==> config.mk <==
export PLATFORM = sky130hd
export DESIGN_NAME = http_chunked_body_decoder
export DESIGN_NICKNAME = d
export VERILOG_FILES = /design/src/rtl/chbd_pkg.sv /design/src/rtl/http_chunked_body_decoder.sv /design/src/rtl/chbd_core.sv
export SDC_FILE = /design/constraint.sdc
export NUM_CORES = 1
export LEC_CHECK = 0
export ABC_AREA = 1
export BUFFER_PORTS_ARGS = -buffer_cell sky130_fd_sc_hd__buf_2
export CORE_ASPECT_RATIO = 1.5
export CORE_MARGIN = 3
export CORE_UTILIZATION = 40
export CTS_BUF_LIST = sky130_fd_sc_hd__clkbuf_4
export CTS_CLUSTER_DIAMETER = 60
export DETAILED_ROUTE_END_ITERATION = 16
export SLEW_MARGIN = 25
export SYNTH_ARGS = -nofsm -noshare
export SYNTH_HDL_FRONTEND = slang
export SYNTH_SLANG_ARGS = --single-unit
export TNS_END_PERCENT = 50
==> constraint.sdc <==
create_clock -name aclk -period 3.7 [get_ports aclk]
set_clock_uncertainty 0.2 [all_clocks]
set_input_delay 0.37 -clock aclk [delete_from_list [all_inputs] [get_ports aclk]]
set_output_delay 0.37 -clock aclk [all_outputs]
set_load 0.005 [all_outputs]
==> src/rtl/chbd_pkg.sv <==
`timescale 1ns / 1ps

package chbd_pkg;

    // size line limits and field widths
    localparam int DEFAULT_MAX_SIZE_DIGITS = 15;
    localparam int DIGIT_W = 5;
    localparam int COUNT_W = 60;
    localparam int HEX_W   = 4;

    localparam logic [7:0] CHAR_LF = 8'h0A;
    localparam logic [7:0] CHAR_CR = 8'h0D;

    typedef enum logic [2:0] {
        PH_SIZE,
        PH_DATA,
        PH_AFTER_DATA,
        PH_AFTER_CR,
        PH_DONE
    } phase_t;

    typedef enum logic [1:0] {
        OC_ONGOING,
        OC_TERMINATED,
        OC_MALFORMED,
        OC_TRUNCATED
    } outcome_t;

    typedef struct packed {
        phase_t               phase;
        logic [DIGIT_W-1:0]   digit_count;
        logic [COUNT_W-1:0]   chunk_count;
        logic                 extension_seen;
    } dec_state_t;

    typedef struct packed {
        dec_state_t state;
        outcome_t   outcome;
    } line_step_t;

    typedef struct packed {
        outcome_t   outcome;
        logic       end_of_body;
        logic       has_byte;
        logic [7:0] out_byte;
    } chbd_result_t;

    localparam dec_state_t LINE_START = '{
        phase:          PH_SIZE,
        digit_count:    '0,
        chunk_count:    '0,
        extension_seen: 1'b0
    };

    // returns {is_hex, nibble}
    function automatic logic [HEX_W:0] hex_decode(input logic [7:0] c);
        logic [HEX_W:0] r;
        r = '0;
        if (c >= 8'h30 && c <= 8'h39) begin
            r = {1'b1, HEX_W'(c - 8'h30)};
        end else if (c >= 8'h61 && c <= 8'h66) begin
            r = {1'b1, HEX_W'(c - 8'h57)};
        end else if (c >= 8'h41 && c <= 8'h46) begin
            r = {1'b1, HEX_W'(c - 8'h37)};
        end
        return r;
    endfunction

    // one byte of a size line
    function automatic line_step_t size_line_byte(
        input dec_state_t         s,
        input logic [7:0]         c,
        input logic [DIGIT_W-1:0] limit
    );
        line_step_t     r;
        logic [HEX_W:0] hx;
        r.state   = s;
        r.outcome = OC_ONGOING;
        hx        = hex_decode(c);
        if (c == CHAR_LF) begin
            if (s.digit_count == '0 || s.digit_count > limit) begin
                r.state.phase = PH_DONE;
                r.outcome     = OC_MALFORMED;
            end else if (s.chunk_count == '0) begin
                r.state.phase = PH_DONE;
                r.outcome     = OC_TERMINATED;
            end else begin
                r.state.phase          = PH_DATA;
                r.state.digit_count    = '0;
                r.state.extension_seen = 1'b0;
            end
        end else if (!s.extension_seen) begin
            if (!hx[HEX_W]) begin
                r.state.extension_seen = 1'b1;
            end else if (s.digit_count <= limit) begin
                r.state.digit_count = s.digit_count + 1'b1;
                // the first digit past the limit is counted but not accumulated; later digits are ignored
                if (s.digit_count < limit) begin
                    r.state.chunk_count = {s.chunk_count[COUNT_W-HEX_W-1:0], hx[HEX_W-1:0]};
                end
            end
        end
        return r;
    endfunction

endpackage

==> src/rtl/http_chunked_body_decoder.sv <==
`timescale 1ns / 1ps

// HTTP chunked body decoder. Raw body bytes enter one word per clock while
// the skid stage is empty, and the chunk framing is stripped: data bytes leave
// with m_tuser[0] set, and the word that ends a body carries m_tlast with the
// outcome in m_tuser[2:1] (terminated by a zero chunk, malformed size line, or
// input ended early). Size lines, CR/LF and anything after the end produce no
// output word. A single decode step lies between the state register and the
// output register. A one-word skid stage behind the output register lets
// input continue while a result waits; s_tready drops while it is full.
// s_tlast marks the last byte of a body and returns the decoder to its reset
// state.

module http_chunked_body_decoder
    import chbd_pkg::*;
#(
    parameter int MAX_SIZE_DIGITS = DEFAULT_MAX_SIZE_DIGITS
) (
    input  logic       aclk,
    input  logic       aresetn,
    input  logic       s_tvalid,
    output logic       s_tready,
    input  logic [7:0] s_tdata,   // in_byte
    input  logic       s_tlast,   // end_of_input
    output logic       m_tvalid,
    input  logic       m_tready,
    output logic [7:0] m_tdata,   // out_byte
    output logic [2:0] m_tuser,   // has_byte, outcome[1:0]
    output logic       m_tlast    // end_of_body
);

    logic         accept;
    logic         res_valid;
    chbd_result_t res;

    logic         out_valid_reg, out_valid_next;
    chbd_result_t out_reg, out_next;
    logic         skid_valid_reg, skid_valid_next;
    chbd_result_t skid_reg, skid_next;
    logic         drain;

    assign s_tready = !skid_valid_reg;
    assign accept   = s_tvalid && s_tready;

    chbd_core #(
        .MAX_SIZE_DIGITS(MAX_SIZE_DIGITS)
    ) u_core (
        .aclk      (aclk),
        .aresetn   (aresetn),
        .in_valid  (accept),
        .in_byte   (s_tdata),
        .in_last   (s_tlast),
        .res_valid (res_valid),
        .res       (res)
    );

    // output register with skid stage
    always_comb begin
        drain           = !out_valid_reg || m_tready;
        out_valid_next  = out_valid_reg;
        out_next        = out_reg;
        skid_valid_next = skid_valid_reg;
        skid_next       = skid_reg;
        if (drain) begin
            if (skid_valid_reg) begin
                out_valid_next  = 1'b1;
                out_next        = skid_reg;
                skid_valid_next = 1'b0;
            end else begin
                out_valid_next = res_valid;
                out_next       = res;
            end
        end else if (res_valid) begin
            skid_valid_next = 1'b1;
            skid_next       = res;
        end
    end

    always_ff @(posedge aclk) begin
        if (!aresetn) begin
            out_valid_reg  <= 1'b0;
            skid_valid_reg <= 1'b0;
        end else begin
            out_valid_reg  <= out_valid_next;
            skid_valid_reg <= skid_valid_next;
        end
    end

    always_ff @(posedge aclk) begin
        out_reg  <= out_next;
        skid_reg <= skid_next;
    end

    assign m_tvalid = out_valid_reg;
    assign m_tdata  = out_reg.out_byte;
    assign m_tuser  = {out_reg.outcome, out_reg.has_byte};
    assign m_tlast  = out_reg.end_of_body;

    // skid stage only fills behind a held output word
    a_skid_behind_out: assert property (@(posedge aclk) disable iff (!aresetn)
        skid_valid_reg |-> out_valid_reg)
        else $error("skid word held with empty output register");

    // a word without a data byte always closes a body
    a_no_byte_ends_body: assert property (@(posedge aclk) disable iff (!aresetn)
        (m_tvalid && !m_tuser[0]) |-> m_tlast)
        else $error("empty result word does not end the body");

    // outcome is reported exactly on the closing word
    a_outcome_on_last: assert property (@(posedge aclk) disable iff (!aresetn)
        m_tvalid |-> (m_tlast == (m_tuser[2:1] != OC_ONGOING)))
        else $error("outcome and end of body disagree");

endmodule

==> src/rtl/chbd_core.sv <==
`timescale 1ns / 1ps

module chbd_core
    import chbd_pkg::*;
#(
    parameter int MAX_SIZE_DIGITS = DEFAULT_MAX_SIZE_DIGITS
) (
    input  logic         aclk,
    input  logic         aresetn,
    input  logic         in_valid,
    input  logic [7:0]   in_byte,
    input  logic         in_last,
    output logic         res_valid,
    output chbd_result_t res
);

    localparam logic [DIGIT_W-1:0] DigitLimit = DIGIT_W'(MAX_SIZE_DIGITS);

    dec_state_t state_reg, state_next;
    dec_state_t step_state;
    line_step_t line_res;
    outcome_t   oc;
    logic       has;
    logic       was_done;
    logic [COUNT_W-1:0] count_dec;

    // decoder state
    always_ff @(posedge aclk) begin
        if (!aresetn) begin
            state_reg <= LINE_START;
        end else if (in_valid) begin
            state_reg <= state_next;
        end
    end

    // per-word step and result
    always_comb begin
        step_state = state_reg;
        oc         = OC_ONGOING;
        has        = 1'b0;
        was_done   = (state_reg.phase == PH_DONE);
        count_dec  = state_reg.chunk_count - 1'b1;
        line_res   = size_line_byte(LINE_START, in_byte, DigitLimit);

        unique case (state_reg.phase)
            PH_SIZE: begin
                line_res   = size_line_byte(state_reg, in_byte, DigitLimit);
                step_state = line_res.state;
                oc         = line_res.outcome;
            end
            PH_DATA: begin
                has                    = 1'b1;
                step_state.chunk_count = count_dec;
                if (count_dec == '0) begin
                    step_state.phase = PH_AFTER_DATA;
                end
            end
            PH_AFTER_DATA: begin
                if (in_byte == CHAR_CR) begin
                    step_state.phase = PH_AFTER_CR;
                end else if (in_byte == CHAR_LF) begin
                    step_state = LINE_START;
                end else begin
                    step_state = line_res.state;
                    oc         = line_res.outcome;
                end
            end
            PH_AFTER_CR: begin
                if (in_byte == CHAR_LF) begin
                    step_state = LINE_START;
                end else begin
                    step_state = line_res.state;
                    oc         = line_res.outcome;
                end
            end
            default: begin
                step_state.phase = PH_DONE;
            end
        endcase

        // last word of the body rearms for the next one
        state_next = in_last ? LINE_START : step_state;

        res.out_byte    = has ? in_byte : 8'h00;
        res.has_byte    = has;
        res.end_of_body = 1'b0;
        res.outcome     = OC_ONGOING;
        if (oc != OC_ONGOING) begin
            res.end_of_body = 1'b1;
            res.outcome     = oc;
        end else if (in_last && !was_done) begin
            res.end_of_body = 1'b1;
            res.outcome     = OC_TRUNCATED;
        end
        res_valid = in_valid && (has || res.end_of_body);
    end

endmodule

==> impl_results.md <==
* Hold Crit Class: primary input to flop
* Total CTS buffers at 9
* Max_cap viols at 0
* Vias/cell at 5.51
* Die W at 114 um
* First-pass detailed-route iteration total at 5
* Worst-path maximum fanout at 9
* Arrival @ worst endpoint at 3.06 ns
* M1 WL at 9320 um
* Ys Warns at 0
* Post-synth EDFFs at 24
* Setup crit end kind: flop
* Req. time, crit path at 3.71 ns
* Detailed Place HPWL at 18300 um
* Die area at 0.0193 sq mm
* WHS at 0.0270 ns
* CP cell instances: inv_1 > ha_1 > nand2_2 > nor2_8 > nand2_4 > nor2_2 > nand2_1 > nor2_1 > nor2_2 > nor2_1 > or2_2 > o21ai_1 > nor2_1 > buf_4
* Seq cells post-synth at 95
* CP max stage delay at 0.38 ns
* Worst reg-to-reg path cell count at 14
* Gate power share at 49.2%
* Grt ovf at 0
* Clk slew on worst S/H paths at 0.20 ns
* Peak VDD IR at 0.170 mV
* Max reg flops at 69
* Post-cts sizing count at 0
* Clk_lat worst skew at 0.49 ns
* Pint at 1.82 mW
* Setup repair after global routing missed its margin: false
* Worst Max-Slew Pin Slew at 0.981 ns
* LEAKAGE at 3.41 nW
* Area leader, netlist: dfxtp_1
* Global-route wire length before repair at 38800 um
* Worst slew margin at 34.6%
* Starting Density at 41.3%
* Synth top area share at 20.2%
* Worst Hold Depth at 3
* Area grow syn2layout at 7.56%
* Netlist cell types at 47
* Root Buffer: clkbuf_4
* Metal2 WL at 12700 um
* Flop pwr share at 33.9%
* Most numerous cell in the Yosys netlist: nand2_1
* Syn_area_per_cell at 6.21 sq um
* Setup_tns at 0 ns
* Initial drt markers at 586
* Antenna violations before repair at 1
* FP Rows at 58
* HP Start: s_tdata[6]
* Commonest cells in the synthesized netlist: nand2_1, nor2_1, inv_1
* Sw Ratio at 48.9%
* ANT nets after route at 0
* P_sw at 1.75 mW
* Async SR Flop Fraction at 0%
* Largest net degree at the start of global routing at 44
* Placer Congestion at 0.998
* NumNets Final at 1171
* Clock group share of total power at 16.9%
* Drt wl/cell at 17.8 um
* CP Launch Type: flop
* I/O pin cnt at 27
* Top Metal Used: met4
* H-tree depth at 3
* RR Endpoint: skid_reg[1]$_DFFE_PP_
* Routed wire length at 24400 um
* Core footprint at 0.0171 sq mm
* R2R setup slack at 0.65 ns
* DR DRC count at 0
* Fraction of layout cells with a size suffix above 1 at 9.27%
* Mapped Area at 0.00705 sq mm
* Dominant cells by area after synthesis: dfxtp_1, nand2_1, nor2_1
* Final instance area at 0.00758 sq mm
* Pwr/cell area at 471 mW/mm^2
* Status: finished, final reports clean
* Cells after Synth at 1135
* # port buffers at 26
* Hold endpoint: skid_reg[6]$_DFFE_PP_
* Max Buffers Root-to-Sink at 2
* Fin crit share at 82.5%
* Final setup viols at 0
* TritonCTS clock tree: yes
* Main flop type after synthesis: dfxtp_1
* Fmax at 328 MHz
* Post-synthesis sequential area ratio at 30.4%
* R2R Path Start: u_core.state_reg[1]$_SDFFE_PN0P_
* Final hold violation count at 0
* Vias at 7518
* Post-CTS Setup Bufs at 0
* Placed inst area at 0.00744 sq mm
* Via count of the first global-routing pass at 7332
* Clock period minus worst slack at 3.05 ns
* Total global routing track utilization at 25.5%
* Crit path kind: flop to flop
* Max Slew Vio Count at 0
* Power Total at 3.57 mW
* Chip height at 169 um
* Core Util, Final at 44.5%
* Top cell by count, worst path: nor2_1
* Met3 routed WL at 922 um
* Crit-path slowest cell: dfxtp_1
* Clock sinks at 95
* Syn nets at 1157
==> worst max-delay path, delay by kind of cell (launching register included) <==
| family | cells | cell delay [ns] |
|---|---|---|
| buffers and inverters | 2 | 0.38 |
| AND/OR/NAND/NOR | 10 | 1.44 |
| AO/OA/AOI/OAI | 1 | 0.09 |
| adder cells (fa/ha/maj) | 1 | 0.26 |
| flip-flops | 1 | 0.38 |
==> what timing repair did <==
item | in CTS | in global routing
endpoints found under the setup margin | 0 | 0
hold buffers | 1 | 0
hold endpoints to repair | 5 | 0
==> placed cells by master (no fill, tap or decap), drive strengths merged, types with 24 or more instances in the layout <==
cell	n
nand3	48
edfxtp	24
a21oi	52
o21ai	82
nor2	227
inv	121
nand2	342
dfxtp	71
buf	44
==> area by class of cell <==
cell class                      instances  area (sq um)
Antenna cell                            1          2.50
Tap cell                              210           263
Inverter                              118           443
Clock buffer                            9          67.6
Fill cell                            1865          9470
Clock inverter                          7          65.1
Multi-Input combinational cell        880          4290
Sequential cell                        95          2140
Timing Repair Buffer                   45           313
==> power by group through the flow <==
stage	sequential (mW)	combinational (mW)	clock (mW)
6_report	1.21	1.76	0.605
5_1_grt	1.22	1.97	0.653
4_1_cts	1.21	1.75	0.618
3_5_place_dp	1.23	1.74	0
3_3_place_gp	1.23	1.73	0
2_1_floorplan	1.21	1.25	0
==> how the worst max path moves through the flow <==
stage                                                start                    end  slack [ns]  depth (start not counted)
after CTS                 u_core.state_reg[1]$_SDFFE_PN0P_  skid_reg[1]$_DFFE_PP_        0.62                         14
after detailed placement  u_core.state_reg[1]$_SDFFE_PN0P_  skid_reg[6]$_DFFE_PP_        0.68                         14
after floorplan           u_core.state_reg[1]$_SDFFE_PN0P_  skid_reg[0]$_DFFE_PP_        0.92                         13
after global routing      u_core.state_reg[1]$_SDFFE_PN0P_  skid_reg[8]$_DFFE_PP_        0.45                         14
final                     u_core.state_reg[1]$_SDFFE_PN0P_  skid_reg[1]$_DFFE_PP_        0.65                         14
after global placement    u_core.state_reg[1]$_SDFFE_PN0P_  skid_reg[6]$_DFFE_PP_        0.70                         14
==> metal layers <==
layer / vias up / track usage (%)
met1: 3488 / 28.0
met5: - / 0
met4: 0 / 13.9
met3: 70 / 2.83
li1: 3741 / -
met2: 219 / 47.0
==> per-stage QoR <==
stage	setup slack [ns]	instances
final	0.649	1365
after global routing	0.450	1365
after detailed placement	0.680	1347
after CTS	0.617	1364
after global placement	0.701	1347
after floorplan	0.919	1135
==> kinds of logic (layout without fill, tap and decap cells) <==
family / count (synthesis) / after routing / synth area share (%)
AOI/OAI and AO/OA: 208 / 208 / 18.4
adders and majority gates: 9 / 9 / 1.60
other: 0 / 1 / 0
DFF: 95 / 95 / 30.4
and+or+nand+nor: 643 / 643 / 38.3
xor gates and xnor gates: 20 / 20 / 2.48
buffers and inverters: 160 / 179 / 8.91
(Power assumes the default switching activity.)
